`config.mk`:
```
export PLATFORM = sky130hd
export DESIGN_NAME = cubic_bezier_forward_difference_core
export DESIGN_NICKNAME = d
export VERILOG_FILES = /design/src/cbfd_pkg.sv /design/src/cubic_bezier_forward_difference_core.sv /design/src/cbfd_axis.sv /design/src/cbfd_ctrl.sv /design/src/cbfd_dp.sv
export SDC_FILE = /design/constraint.sdc
export NUM_CORES = 2
export LEC_CHECK = 0
export ABC_AREA = 1
export BUFFER_PORTS_ARGS = -buffer_cell sky130_fd_sc_hd__clkbuf_2
export CAP_MARGIN = 20
export CORE_MARGIN = 3
export CORE_UTILIZATION = 30
export CTS_CLUSTER_DIAMETER = 40
export DETAILED_ROUTE_END_ITERATION = 8
export GPL_TIMING_DRIVEN = 1
export MAX_ROUTING_LAYER = met4
export PLACE_DENSITY_LB_ADDON = 0.1
export SKIP_LAST_GASP = 1
export SLEW_MARGIN = 20
export SYNTH_ARGS = -nofsm -noshare
export SYNTH_HDL_FRONTEND = slang
export SYNTH_SLANG_ARGS = --single-unit
```
`constraint.sdc`:
```
create_clock -name clock -period 8.72 [get_ports clock]
set_clock_uncertainty 0.1 [all_clocks]
set_input_delay 1.744 -clock clock [delete_from_list [all_inputs] [get_ports clock]]
set_output_delay 1.744 -clock clock [all_outputs]
set_load 0.05 [all_outputs]
```
`src/cbfd_pkg.sv`:
```
`timescale 1ns / 1ps
// Shared types and constants for the cubic Bezier forward-difference core.
// No dependencies.
package cbfd_pkg;
   localparam int unsigned COORD_W   = 15;
   localparam int unsigned ACC_W     = 32;
   localparam int unsigned SHIFT_W   = 5;
   localparam int unsigned QUAL_W    = 3;
   localparam int unsigned DEF_MAX_QUALITY = 5;
   localparam int unsigned REQ_DATA_W = 120;
   localparam int unsigned RSP_DATA_W = 96;
   localparam logic [COORD_W-1:0] COORD_MAX = 15'h7fff;
   localparam logic [QUAL_W-1:0]  QUALITY_RESET = 3'd5;

   localparam logic CSR_QUALITY = 1'b0;
   localparam logic CSR_RASTER  = 1'b1;

   typedef enum logic {
      ST_IDLE,
      ST_RUN
   } ctrl_state_type;

   typedef struct packed {
      logic              load;
      logic              step;
      logic              emit_last;
      logic [QUAL_W-1:0] quality;
      logic              raster;
   } dp_cmd_type;

   typedef struct packed {
      logic out_busy;
   } dp_status_type;
endpackage

```
`src/cubic_bezier_forward_difference_core.sv`:
```
`timescale 1ns / 1ps
// Top level of the cubic Bezier forward-difference core.
// Depends on cbfd_pkg, cbfd_ctrl and cbfd_dp.
//
//  channel | dir | payload
//  req_    | in  | tdata: 8 curve coordinates, tuser: clear_box
//  rsp_    | out | tdata: vertex and box, tlast: last_point
//  csr_    | in  | index 0 quality, 1 raster_coords
//
// A curve takes one load cycle, then one vertex a cycle while rsp_ is not stalled
// from the two axis step units, end anchor last.
// Reset clears config to quality 5, raster on, and the box to empty.
// A stalled rsp_ holds the vertex and pauses stepping; the next request is
// taken once the end anchor sits in the output register.
module cubic_bezier_forward_difference_core #(
   parameter int unsigned MAX_QUALITY = cbfd_pkg::DEF_MAX_QUALITY
) (
   input  logic                              clock,
   input  logic                              reset,
   input  logic                              req_tvalid,
   output logic                              req_tready,
   // anchor_start_x, control_one_x, control_two_x, anchor_end_x,
   // anchor_start_y, control_one_y, control_two_y, anchor_end_y
   input  logic [cbfd_pkg::REQ_DATA_W-1:0]   req_tdata,
   input  logic                              req_tuser,   // clear_box
   output logic                              rsp_tvalid,
   input  logic                              rsp_tready,
   // point_x, point_y, box_min_x, box_min_y, box_max_x, box_max_y
   output logic [cbfd_pkg::RSP_DATA_W-1:0]   rsp_tdata,
   output logic                              rsp_tlast,
   input  logic                              csr_valid,
   output logic                              csr_ready,
   input  logic                              csr_index,
   input  logic [cbfd_pkg::QUAL_W-1:0]       csr_data
);
   import cbfd_pkg::*;

   dp_cmd_type    cmd;
   dp_status_type status;

   cbfd_ctrl #(.MAX_QUALITY(MAX_QUALITY)) u_ctrl (
      .clock(clock), .reset(reset),
      .req_tvalid(req_tvalid), .req_tready(req_tready),
      .csr_valid(csr_valid), .csr_ready(csr_ready),
      .csr_index(csr_index), .csr_data(csr_data),
      .cmd(cmd), .status(status)
   );

   cbfd_dp u_dp (
      .clock(clock), .reset(reset),
      .req_tdata(req_tdata), .req_tuser(req_tuser),
      .cmd(cmd), .status(status),
      .rsp_tvalid(rsp_tvalid), .rsp_tready(rsp_tready),
      .rsp_tdata(rsp_tdata), .rsp_tlast(rsp_tlast)
   );
endmodule

```
`src/cbfd_axis.sv`:
```
`timescale 1ns / 1ps
// One axis of forward differencing: setup of differences and adaptive scale stepping.
// Depends on cbfd_pkg.
module cbfd_axis (
   input  logic                          clock,
   input  logic                          reset,
   input  logic                          load,
   input  logic                          step,
   input  logic [cbfd_pkg::QUAL_W-1:0]   quality,
   input  logic                          raster,
   input  logic [cbfd_pkg::COORD_W-1:0]  p0,
   input  logic [cbfd_pkg::COORD_W-1:0]  p1,
   input  logic [cbfd_pkg::COORD_W-1:0]  p2,
   input  logic [cbfd_pkg::COORD_W-1:0]  p3,
   output logic [cbfd_pkg::COORD_W-1:0]  coord
);
   import cbfd_pkg::*;

   logic signed [ACC_W-1:0]   pos_ff, pos_in, d1_ff, d1_in, d2_ff, d2_in, d3_ff, d3_in;
   logic        [SHIFT_W-1:0] fb_ff, fb_in, ds_ff, ds_in;

   // setup
   logic signed [39:0] s1, s2, s3, s1h, s2h, s3h, n1, n2, n3, e0, e1, e2;
   logic        [4:0]  sq;
   logic signed [39:0] spos;

   // step
   logic signed [ACC_W-1:0] v, x0h, dsh, x1, x2;
   logic signed [ACC_W:0]   chk, mx1;
   logic        [SHIFT_W-1:0] q1, qd1, q2, qd2;
   logic        [5:0]        sh1;

   always_comb begin
      e0  = 40'(signed'({1'b0, p0}));
      e1  = 40'(signed'({1'b0, p1}));
      e2  = 40'(signed'({1'b0, p2}));
      s1  = e1 - e0;
      s2  = e2 - e1;
      s3  = 40'(signed'({1'b0, p3})) - e0 - ((s2 <<< 1) + s2);
      s2  = s2 - s1;
      sq  = 5'((quality << 1) + quality);
      if (!raster && quality != '0) begin
         s1h = s1 >>> 1;
         s2h = s2 >>> 1;
         s3h = s3 >>> 1;
         sq  = sq - 5'd1;
      end else begin
         s1h = s1;
         s2h = s2;
         s3h = s3;
      end
      n1   = (((s1h <<< 1) + s1h) <<< (2 * quality)) + (((s2h <<< 1) + s2h) <<< quality) + s3h;
      n3   = (s3h <<< 2) + (s3h <<< 1);
      n2   = (((s2h <<< 2) + (s2h <<< 1)) <<< quality) + n3;
      spos = (e0 <<< sq) + ((sq != '0) ? (40'sd1 <<< (sq - 5'd1)) : 40'sd0);
   end

   always_comb begin
      v     = pos_ff >>> fb_ff;
      coord = (v < 0) ? '0 : ((v > 32767) ? COORD_MAX : v[COORD_W-1:0]);
      x0h   = pos_ff >>> 1;
      sh1   = {1'b0, ds_ff} + 6'd1;
      chk   = 33'(x0h) + 33'(d1_ff >>> sh1);
      if (chk < 0) chk = -chk;
      if (chk >= 33'sh3ffffffe && fb_ff != '0) begin
         x1  = x0h;
         q1  = fb_ff - 5'd1;
         qd1 = ds_ff + 5'd1;
      end else begin
         x1  = pos_ff;
         q1  = fb_ff;
         qd1 = ds_ff;
      end
      dsh = d1_ff >>> qd1;
      x2  = x1 + dsh;
      mx1 = 33'(x2);
      if (mx1 < 0) mx1 = -mx1;
      q2  = q1;
      qd2 = qd1;
      if (qd1 != '0 && mx1 < 33'sh40000000) begin
         x2  = (x2 <<< 1) + 32'sd1;
         q2  = q1 + 5'd1;
         qd2 = qd1 - 5'd1;
      end
   end

   always_comb begin
      pos_in = pos_ff; d1_in = d1_ff; d2_in = d2_ff; d3_in = d3_ff;
      fb_in  = fb_ff;  ds_in = ds_ff;
      if (load) begin
         pos_in = spos[ACC_W-1:0];
         d1_in  = n1[ACC_W-1:0];
         d2_in  = n2[ACC_W-1:0];
         d3_in  = n3[ACC_W-1:0];
         fb_in  = sq;
         ds_in  = '0;
      end else if (step) begin
         pos_in = x2;
         d1_in  = d1_ff + d2_ff;
         d2_in  = d2_ff + d3_ff;
         fb_in  = q2;
         ds_in  = qd2;
      end
   end

   always_ff @(posedge clock) begin
      if (reset) begin
         pos_ff <= '0; d1_ff <= '0; d2_ff <= '0; d3_ff <= '0;
         fb_ff  <= '0; ds_ff <= '0;
      end else begin
         pos_ff <= pos_in; d1_ff <= d1_in; d2_ff <= d2_in; d3_ff <= d3_in;
         fb_ff  <= fb_in;  ds_ff <= ds_in;
      end
   end
endmodule

```
`src/cbfd_ctrl.sv`:
```
`timescale 1ns / 1ps
// Controller: configuration registers, vertex counter and run state machine.
// Depends on cbfd_pkg.
module cbfd_ctrl #(
   parameter int unsigned MAX_QUALITY = cbfd_pkg::DEF_MAX_QUALITY
) (
   input  logic                          clock,
   input  logic                          reset,
   input  logic                          req_tvalid,
   output logic                          req_tready,
   input  logic                          csr_valid,
   output logic                          csr_ready,
   input  logic                          csr_index,
   input  logic [cbfd_pkg::QUAL_W-1:0]   csr_data,
   output cbfd_pkg::dp_cmd_type          cmd,
   input  cbfd_pkg::dp_status_type       status
);
   import cbfd_pkg::*;
   localparam int unsigned CNT_W = MAX_QUALITY + 1;

   ctrl_state_type      state_ff, state_in;
   logic [QUAL_W-1:0]   quality_ff, quality_in, qual_cap;
   logic                raster_ff, raster_in;
   logic [CNT_W-1:0]    count_ff, count_in, n_seg;

   assign csr_ready = 1'b1;
   assign qual_cap  = (quality_ff > QUAL_W'(MAX_QUALITY)) ? QUAL_W'(MAX_QUALITY) : quality_ff;
   assign n_seg     = CNT_W'(1) << qual_cap;

   always_comb begin
      state_in = state_ff;
      case (state_ff)
         ST_IDLE: if (req_tvalid) state_in = ST_RUN;
         ST_RUN:  if (!status.out_busy && count_ff == n_seg) state_in = ST_IDLE;
         default: state_in = ST_IDLE;
      endcase
   end

   always_comb begin
      req_tready    = 1'b0;
      cmd.load      = 1'b0;
      cmd.step      = 1'b0;
      cmd.emit_last = 1'b0;
      cmd.quality   = qual_cap;
      cmd.raster    = raster_ff;
      case (state_ff)
         ST_IDLE: begin
            req_tready = 1'b1;
            cmd.load   = req_tvalid;
         end
         ST_RUN: begin
            if (!status.out_busy) begin
               if (count_ff == n_seg) cmd.emit_last = 1'b1;
               else                   cmd.step = 1'b1;
            end
         end
         default: ;
      endcase
   end

   always_comb begin
      quality_in = quality_ff;
      raster_in  = raster_ff;
      if (csr_valid) begin
         if (csr_index == CSR_QUALITY) quality_in = csr_data;
         else                          raster_in  = csr_data[0];
      end
      count_in = count_ff;
      if (cmd.load)      count_in = '0;
      else if (cmd.step) count_in = count_ff + CNT_W'(1);
   end

   always_ff @(posedge clock) begin
      if (reset) begin
         state_ff   <= ST_IDLE;
         quality_ff <= QUALITY_RESET;
         raster_ff  <= 1'b1;
         count_ff   <= '0;
      end else begin
         state_ff   <= state_in;
         quality_ff <= quality_in;
         raster_ff  <= raster_in;
         count_ff   <= count_in;
      end
   end
endmodule

```
`src/cbfd_dp.sv`:
```
`timescale 1ns / 1ps
// Datapath: two axis units, end anchor, bounding box and output register.
// Depends on cbfd_pkg and cbfd_axis.
module cbfd_dp (
   input  logic                              clock,
   input  logic                              reset,
   input  logic [cbfd_pkg::REQ_DATA_W-1:0]   req_tdata,
   input  logic                              req_tuser,
   input  cbfd_pkg::dp_cmd_type              cmd,
   output cbfd_pkg::dp_status_type           status,
   output logic                              rsp_tvalid,
   input  logic                              rsp_tready,
   output logic [cbfd_pkg::RSP_DATA_W-1:0]   rsp_tdata,
   output logic                              rsp_tlast
);
   import cbfd_pkg::*;

   logic [COORD_W-1:0] ax, ay, px, py;
   logic [COORD_W-1:0] ex_ff, ey_ff;
   logic [COORD_W-1:0] mnx_ff, mnx_in, mny_ff, mny_in, mxx_ff, mxx_in, mxy_ff, mxy_in;
   logic [COORD_W-1:0] bmnx, bmny, bmxx, bmxy;
   logic [COORD_W-1:0] ox_ff, oy_ff, omnx_ff, omny_ff, omxx_ff, omxy_ff;
   logic               olast_ff, valid_ff, valid_in, emit;

   cbfd_axis u_axis_x (
      .clock(clock), .reset(reset), .load(cmd.load), .step(cmd.step),
      .quality(cmd.quality), .raster(cmd.raster),
      .p0(req_tdata[14:0]), .p1(req_tdata[29:15]),
      .p2(req_tdata[44:30]), .p3(req_tdata[59:45]), .coord(ax)
   );

   cbfd_axis u_axis_y (
      .clock(clock), .reset(reset), .load(cmd.load), .step(cmd.step),
      .quality(cmd.quality), .raster(cmd.raster),
      .p0(req_tdata[74:60]), .p1(req_tdata[89:75]),
      .p2(req_tdata[104:90]), .p3(req_tdata[119:105]), .coord(ay)
   );

   assign emit = cmd.step | cmd.emit_last;
   assign px   = cmd.emit_last ? ex_ff : ax;
   assign py   = cmd.emit_last ? ey_ff : ay;

   always_comb begin
      bmnx = (px < mnx_ff) ? px : mnx_ff;
      bmny = (py < mny_ff) ? py : mny_ff;
      bmxx = (px > mxx_ff) ? px : mxx_ff;
      bmxy = (py > mxy_ff) ? py : mxy_ff;
      mnx_in = mnx_ff; mny_in = mny_ff; mxx_in = mxx_ff; mxy_in = mxy_ff;
      if (cmd.load && req_tuser) begin
         mnx_in = COORD_MAX; mny_in = COORD_MAX; mxx_in = '0; mxy_in = '0;
      end else if (emit) begin
         mnx_in = bmnx; mny_in = bmny; mxx_in = bmxx; mxy_in = bmxy;
      end
      valid_in = valid_ff;
      if (emit)            valid_in = 1'b1;
      else if (rsp_tready) valid_in = 1'b0;
   end

   assign status.out_busy = valid_ff & ~rsp_tready;
   assign rsp_tvalid = valid_ff;
   assign rsp_tlast  = olast_ff;
   // point_x, point_y, box_min_x, box_min_y, box_max_x, box_max_y, zero pad
   assign rsp_tdata  = {6'd0, omxy_ff, omxx_ff, omny_ff, omnx_ff, oy_ff, ox_ff};

   always_ff @(posedge clock) begin
      if (reset) begin
         valid_ff <= 1'b0;
         mnx_ff <= COORD_MAX; mny_ff <= COORD_MAX; mxx_ff <= '0; mxy_ff <= '0;
      end else begin
         valid_ff <= valid_in;
         mnx_ff <= mnx_in; mny_ff <= mny_in; mxx_ff <= mxx_in; mxy_ff <= mxy_in;
      end
   end

   always_ff @(posedge clock) begin
      if (cmd.load) begin
         ex_ff <= req_tdata[59:45];
         ey_ff <= req_tdata[119:105];
      end
      if (emit) begin
         ox_ff    <= px;   oy_ff   <= py;
         omnx_ff  <= bmnx; omny_ff <= bmny;
         omxx_ff  <= bmxx; omxy_ff <= bmxy;
         olast_ff <= cmd.emit_last;
      end
   end
endmodule
```
# After elaboration in Yosys (flattened, before gate mapping)
# Cells that the tools add are included.
dict set report totals {
  register_bits 449
  in_bits 130
}
dict set report op_classes {
  n_addsub 56
  n_lt_le_gt_ge 17
  n_eq_ne 1
  n_shift 16
  muxes 62
  n_bitwise 5
  n_reduce_logical 21
}
# op count
set op_table {}
lappend op_table {{two-way mux 32 bit} 15}
lappend op_table {{adder 32 bit} 8}
lappend op_table {{two-way mux 15 bit} 12}
lappend op_table {{two-way mux 33 bit} 4}
lappend op_table {{adder 32 x 22 -> 32 bit} 4}
lappend op_table {{less-than comparator 32 x 1 -> 1 bit, second input constant} 4}
lappend op_table {{>>> shifter 32 x 5 -> 32 bit} 4}
lappend op_table {{subtractor 15 x 15 -> 16 bit} 6}
lappend op_table {{<<< shifter 40 x 3 -> 32 bit} 2}
lappend op_table {{adder 17 x 16 -> 18 bit} 4}
lappend op_table {{adder 31 x 33 -> 33 bit} 2}
lappend op_table {{>= comparator 33 x 31 -> 1 bit, second input constant} 2}
lappend op_table {{less-than comparator 33 x 1 -> 1 bit, second input constant} 2}
lappend op_table {{less-than comparator 33 x 32 -> 1 bit, second input constant} 2}
lappend op_table {{negation 32 -> 33 bit} 2}
lappend op_table {{negation 33 bit} 2}
lappend op_table {{>>> shifter 32 x 6 -> 33 bit} 2}
lappend op_table {{two-way mux 5 bit} 13}
lappend op_table {{adder 32 x 19 -> 32 bit} 2}
lappend op_table {{adder 32 x 2 -> 32 bit, second input constant} 2}
lappend op_table {{> comparator 32 x 16 -> 1 bit, second input constant} 2}
lappend op_table {{<<< shifter 16 x 5 -> 32 bit} 2}
lappend op_table {{<<< shifter 18 x 4 -> 32 bit} 2}
lappend op_table {{<<< shifter 19 x 3 -> 32 bit} 2}
lappend op_table {{other kinds (33)} 76}

# Longest topological paths before layout
dict set report logic_depth {
  ltp_word 17
  ltp_mapped 80
}

# By module
# From an unflattened synthesis, not the netlist that was laid out.
dict set report hier_totals {
  cells_unflattened 12310
  area_unflattened_um2 74224.9
}
# mod instances cells_each area_per_inst_um2 seq_area_each_um2
set by_module_without_submodules {}
lappend by_module_without_submodules {{cbfd_axis at u_dp.u_axis_y} 1 5618 32302.2 2522.4}
lappend by_module_without_submodules {{cbfd_axis at u_dp.u_axis_x} 1 5599 32009.4 2522.4}
lappend by_module_without_submodules {cbfd_dp 1 984 9185.1 4854.7}
lappend by_module_without_submodules {cbfd_ctrl 1 109 728.2 220.2}

# Least setup slack after synthesis
# OpenSTA, ideal clock, no wires.
dict set report synth_timing {
  path_kind {in2reg}
  from {input req_tdata[30] (netlist name)}
  to {register u_dp.u_axis_x.d1_ff[29]}
  t_arrival_ns 9.258
  t_required_ns 8.504
  path_slack_ns -0.754
  stages 52
  path_buffers 0
  cell_sequence {inv_1 -> ha_1 -> inv_1 -> fa_1 -> nand3_1 -> nand2_1 -> a21oi_1 -> o21bai_1 -> a21oi_1 -> o21bai_1 -> nand2_1 -> nand2_1 -> a21oi_1 -> inv_1 -> a21oi_1 -> o21bai_1 -> a21oi_1 -> o21ai_0 -> [... 16 more ...] -> xor2_1 -> o21ai_0 -> nor2_1 -> a221oi_1 -> fa_1 -> ha_1 -> nand2_1 -> inv_1 -> a221oi_1 -> o21ai_0 -> a21oi_1 -> o21ai_0 -> a21oi_1 -> o21ai_0 -> o21ai_0 -> o211ai_1 -> o211ai_1 -> inv_1}
}
dict set report synth_between {
  elab_chain_cells 8
  word_cells_on_any_way 11
}
# element line_no
set synth_lines {}
lappend synth_lines {{start, declared} cubic_bezier_forward_difference_core.sv:24} ;# input logic [cbfd_pkg::REQ_DATA_W-1:0] req_tdata,
lappend synth_lines {{subtractor 15 x 15 -> 16 bit *} cbfd_axis.sv:38} ;# s2 = e2 - e1;
lappend synth_lines {{subtractor 16 x 16 -> 17 bit} cbfd_axis.sv:40} ;# s2 = s2 - s1;
lappend synth_lines {{two-way mux 16 bit} cbfd_axis.sv:42} ;# if (!raster && quality != '0) begin
lappend synth_lines {{adder 18 x 17 -> 19 bit} cbfd_axis.sv:52} ;# n1 = (((s1h <<< 1) + s1h) <<< (2 * quality)) + (((s2h <<< 1) + s2h) <<< quality) + s3h;
lappend synth_lines {{<<< shifter 19 x 3 -> 32 bit} cbfd_axis.sv:52}
lappend synth_lines {{adder 32 bit} cbfd_axis.sv:52}
lappend synth_lines {{adder 32 x 19 -> 32 bit *} cbfd_axis.sv:52}
lappend synth_lines {{two-way mux 32 bit *} cbfd_axis.sv:90} ;# if (load) begin
lappend synth_lines {{end signal, assigned} cbfd_axis.sv:111} ;# pos_ff <= pos_in; d1_ff <= d1_in; d2_ff <= d2_in; d3_ff <= d3_in;
lappend synth_lines {{end, declared} cbfd_axis.sv:19} ;# logic signed [ACC_W-1:0] pos_ff, pos_in, d1_ff, d1_in, d2_ff, d2_in, d3_ff, d3_in;
# Every way passes the cells marked *; elsewhere a longest branch is shown, timed or not.
# A chain may end at the register's enable or synchronous reset.

# Final worst setup path
dict set report layout_timing {
  from {register u_dp.u_axis_y.ds_ff[0]}
  to {register u_dp.u_axis_y.pos_ff[8]}
}
dict set report layout_between {
  elab_chain_cells 17
  word_cells_on_any_way 23
}
# element line_no
set layout_lines {}
lappend layout_lines {{start, declared} cbfd_axis.sv:20} ;# logic [SHIFT_W-1:0] fb_ff, fb_in, ds_ff, ds_in;
lappend layout_lines {{start signal, assigned} cbfd_axis.sv:112} ;# fb_ff <= fb_in; ds_ff <= ds_in;
lappend layout_lines {{adder 5 x 1 -> 6 bit} cbfd_axis.sv:62} ;# sh1 = {1'b0, ds_ff} + 6'd1;
lappend layout_lines {{>>> shifter 32 x 6 -> 33 bit} cbfd_axis.sv:63} ;# chk = 33'(x0h) + 33'(d1_ff >>> sh1);
lappend layout_lines {{adder 31 x 33 -> 33 bit} cbfd_axis.sv:63}
lappend layout_lines {{negation 33 bit / less-than comparator 33 x 1 -> 1 bit (equally long branches)} cbfd_axis.sv:64} ;# if (chk < 0) chk = -chk;
lappend layout_lines {{two-way mux 33 bit} cbfd_axis.sv:64}
lappend layout_lines {{>= comparator 33 x 31 -> 1 bit} cbfd_axis.sv:65} ;# if (chk >= 33'sh3ffffffe && fb_ff != '0) begin
lappend layout_lines {{logical AND 1 bit} cbfd_axis.sv:65}
lappend layout_lines {{two-way mux 5 bit} cbfd_axis.sv:65}
lappend layout_lines {{>>> shifter 32 x 5 -> 32 bit} cbfd_axis.sv:74} ;# dsh = d1_ff >>> qd1;
lappend layout_lines {{adder 32 bit} cbfd_axis.sv:75} ;# x2 = x1 + dsh;
lappend layout_lines {{negation 32 -> 33 bit / less-than comparator 32 x 1 -> 1 bit (equally long branches)} cbfd_axis.sv:77} ;# if (mx1 < 0) mx1 = -mx1;
lappend layout_lines {{two-way mux 33 bit} cbfd_axis.sv:77}
lappend layout_lines {{less-than comparator 33 x 32 -> 1 bit} cbfd_axis.sv:80} ;# if (qd1 != '0 && mx1 < 33'sh40000000) begin
lappend layout_lines {{logical AND 1 bit} cbfd_axis.sv:80}
lappend layout_lines {{two-way mux 32 bit *} cbfd_axis.sv:80}
lappend layout_lines {{two-way mux 32 bit *} cbfd_axis.sv:97} ;# end else if (step) begin
lappend layout_lines {{two-way mux 32 bit *} cbfd_axis.sv:90}
lappend layout_lines {{end signal, assigned} cbfd_axis.sv:111}
lappend layout_lines {{end, declared} cbfd_axis.sv:19}
# Every way passes the cells marked *; elsewhere a longest branch is shown, timed or not. The select of a mux whose other input is x is not followed.

==> impl_metrics.env <==
export IMPL_final_cell_mix="nand2_1 (2651), buf_4 (2485), inv_1 (1429)"
export IMPL_ys_warn_count=0
export IMPL_crit_arrival_ns=9.91
export IMPL_final_cells=17400
export IMPL_yosysSeqAreaShare_pct=14.2
export IMPL_ys_types=76
export IMPL_core_sq_um=236000
export IMPL_hold_violations=0
export IMPL_multi_input_area_sq_um=59000
export IMPL_layout_cells_most_common="nand2_1"
export IMPL_setup_viol=125
export IMPL_initial_core_util_pct=30.3
export IMPL_seq_area_sq_um=10100
export IMPL_cts_root_buf="clkbuf_16"
export IMPL_synth_cell_area_sq_um=71400
export IMPL_rr_endpoint="u_dp.u_axis_y.pos_ff[8]$_SDFFE_PP0P_"
export IMPL_port_buffers=222
export IMPL_dp_hpwl_mm=277
export IMPL_htreeDepth=3
export IMPL_layout_drive_gt1_share_pct=29.3
export IMPL_cts_max_path_buffers=3
export IMPL_worstSkewPairLatency_ns=0.78
export IMPL_avgSynthCellArea_sq_um=6.13
export IMPL_die_area_sq_um=244000
export IMPL_rsz0062_at_grt="yes"
export IMPL_globalplace_congestion=1.04
export IMPL_end_kind="flip-flop"
export IMPL_num_vias=88200
export IMPL_grt_pass1_vias=84700
export IMPL_grt_start_max_net_pins=132
export IMPL_vias_per_cell=5.06
export IMPL_min_from="u_dp.mny_ff[4]$_SDFFE_PP1P_"
export IMPL_holdPathStages=2
export IMPL_r2r_start="u_dp.u_axis_y.ds_ff[0]$_SDFFE_PP0P_"
export IMPL_drtAntennaViolNets=0
export IMPL_synth_async_reset_ratio_pct=0
export IMPL_drc=0
export IMPL_rows=178
export IMPL_firstDrtPassIters=8
export IMPL_fin_crit_ns=9.44
export IMPL_crit_type="reg2reg"
export IMPL_worstPathMaxFanout=23
export IMPL_grt_util_all_layers_pct=27.2
export IMPL_cts_hold_buffers=0
export IMPL_drv_slew=0
export IMPL_cts_tree="built"
export IMPL_routed_wl_mm=338
export IMPL_hp_class="reg2reg"
export IMPL_clock_fmax_ghz=0.106
export IMPL_pin_count=230
export IMPL_slowest_delay_ns=0.36
export IMPL_final_nets=15200
export IMPL_period_share_pct=108
export IMPL_dieWidth_microns=494
export IMPL_slew_headroom_pct=29.1
export IMPL_grt_overflow_total=0
export IMPL_cts_buffers=102
export IMPL_syn_inst=11600
export IMPL_antenna_found_initial=19
export IMPL_crit_slowest_cell="dfxtp_4"
export IMPL_wire_per_inst_microns=19.4
export IMPL_num_fill_cells=24800
export IMPL_ys_ff_latch=445
export IMPL_crit_required_ns=9.19
export IMPL_dp_cells=17000
export IMPL_ys_flop_type="dfxtp_1"
export IMPL_fin_util_pct=44.7
export IMPL_drv_cap=0
export IMPL_setup_tns_ns=-60.71
export IMPL_drt_initial_drc_count=6023
export IMPL_die_height_microns=494
export IMPL_synth_edff_count=121
export IMPL_path_clk_slew_ns=0.05
export IMPL_reg2reg_depth=65
export IMPL_setup_slack_ns=-0.718
export IMPL_worst_pin_slew_ns=1.06
export IMPL_failed_checks="negative setup slack"
export IMPL_status="finished, violations left"
export IMPL_worstHoldEndpoint="u_dp.mny_ff[4]$_SDFFE_PP1P_"
export IMPL_r2r_slack_ns=-0.72
export IMPL_grt_first_pass_wirelength_mm=505
export IMPL_startpoint_type="flip-flop"
export IMPL_clock_sinks=445
export IMPL_areaGrowthSynthToFinish_pct=47.7
flip-flops by register name (all words and copies together), names as in the netlist, 15 cells and up:
signal	cells
u_dp.mny_ff	15
u_dp.omxx_ff	15
u_dp.oy_ff	15
u_dp.u_axis_y.d1_ff	32
u_dp.omxy_ff	15
u_dp.ey_ff	15
u_dp.ox_ff	15
u_dp.omny_ff	15
u_dp.u_axis_y.d2_ff	31
u_dp.u_axis_y.d3_ff	21
u_dp.mxx_ff	15
u_dp.u_axis_y.pos_ff	32
u_dp.omnx_ff	15
u_dp.u_axis_x.d1_ff	32
u_dp.mxy_ff	15
u_dp.mnx_ff	15
u_dp.u_axis_x.d2_ff	31
u_dp.ex_ff	15
u_dp.u_axis_x.d3_ff	21
u_dp.u_axis_x.pos_ff	32
kinds of logic (layout without fill, tap and decap cells):
kind of cell,count (synthesis),in the layout,share of synthesized area (%)
AO/OA/AOI/OAI,3041,3041,23.8
XOR/XNOR,417,417,5.13
adder cells (fa/ha/maj),868,868,16.5
buffers and inverters,1977,4581,10.8
flip-flops,445,445,14.2
multiplexers,111,111,1.56
other,2,29,0.0105
AND/OR/NAND/NOR,4783,4784,28.0
through the flow:
| step | setup slack (ns) | hold WS [ns] | area (sq um) |
|---|---|---|---|
| after floorplan | -0.0404 | 0.332 | 71600 |
| after global placement | -2.17 | 0.346 | 93800 |
| after detailed placement | -2.06 | 0.350 | 93800 |
| after CTS | -0.826 | 0.365 | 100000 |
| after global routing | -1.26 | 0.387 | 105000 |
| final | -0.718 | 0.360 | 105000 |
Yosys cell counts (121+ instances only):
cell / count / area, sq um
a21oi_1: 1084 / 5430
clkbuf_1: 332 / 1250
dfxtp_1: 324 / 6490
edfxtp_1: 121 / 3630
ha_1: 749 / 9370
inv_1: 1465 / 5500
nand2_1: 2888 / 10800
nand3_1: 903 / 4520
nor2_1: 650 / 2440
o21ai_0: 1262 / 6320
xnor2_1: 130 / 1140
xor2_1: 286 / 2500
cell type report:
class	instances	area share (%)
tap	3150	3.74
multi-input combinational	9228	56.0
inverter	1505	5.43
clock inverter	78	0.974
timing repair buffer	2882	21.7
clock buffer	116	2.53
sequential	445	9.61
antenna	22	0.0522
repair_timing:
action	4_1_cts	5_1_grt
gates cloned	17	21
buffers inserted	70	93
endpoints found under the setup margin	133	154
resized for setup	433	961
pin swaps	105	283
routing by layer:
metal	track usage, %	up-vias	share of wire (%)
li1	-	44400	-
met1	37.1	41200	47
met5	-	-	0
met2	42.4	2187	45
met4	6.32	0	2.6
met3	3.59	392	5.7
worst max path at each step:
stage,startpoint,to,depth (start not counted)
CTS,u_dp.u_axis_x.ds_ff[0]$_SDFFE_PP0P_,u_dp.u_axis_x.pos_ff[24]$_SDFFE_PP0P_,71
global placement,u_dp.u_axis_y.ds_ff[0]$_SDFFE_PP0P_,u_dp.u_axis_y.ds_ff[3]$_SDFFE_PP0P_,67
finish,u_dp.u_axis_y.ds_ff[0]$_SDFFE_PP0P_,u_dp.u_axis_y.pos_ff[8]$_SDFFE_PP0P_,65
floorplan,req_tdata[16],u_dp.u_axis_x.d1_ff[29]$_SDFFE_PP0P_,44
detailed placement,req_tdata[30],u_dp.u_axis_x.d1_ff[31]$_SDFFE_PP0P_,53
global route,u_dp.u_axis_y.ds_ff[0]$_SDFFE_PP0P_,u_dp.u_axis_y.pos_ff[5]$_SDFFE_PP0P_,69
critical path, delay by kind of cell, from the launching register on:
| kind | cells | cell delay [ns] |
|---|---|---|
| and+or+nand+nor | 33 | 3.43 |
| adders and majority gates | 3 | 0.84 |
| buffers and inverters | 15 | 2.41 |
| AOI/OAI and AO/OA | 12 | 1.87 |
| DFF | 1 | 0.36 |
| xor gates and xnor gates | 1 | 0.16 |
| muxes | 1 | 0.07 |
Power is left out: the tool's default activity adds up to more than one toggle a clock period on the data nets, which glitch-free logic cannot reach.
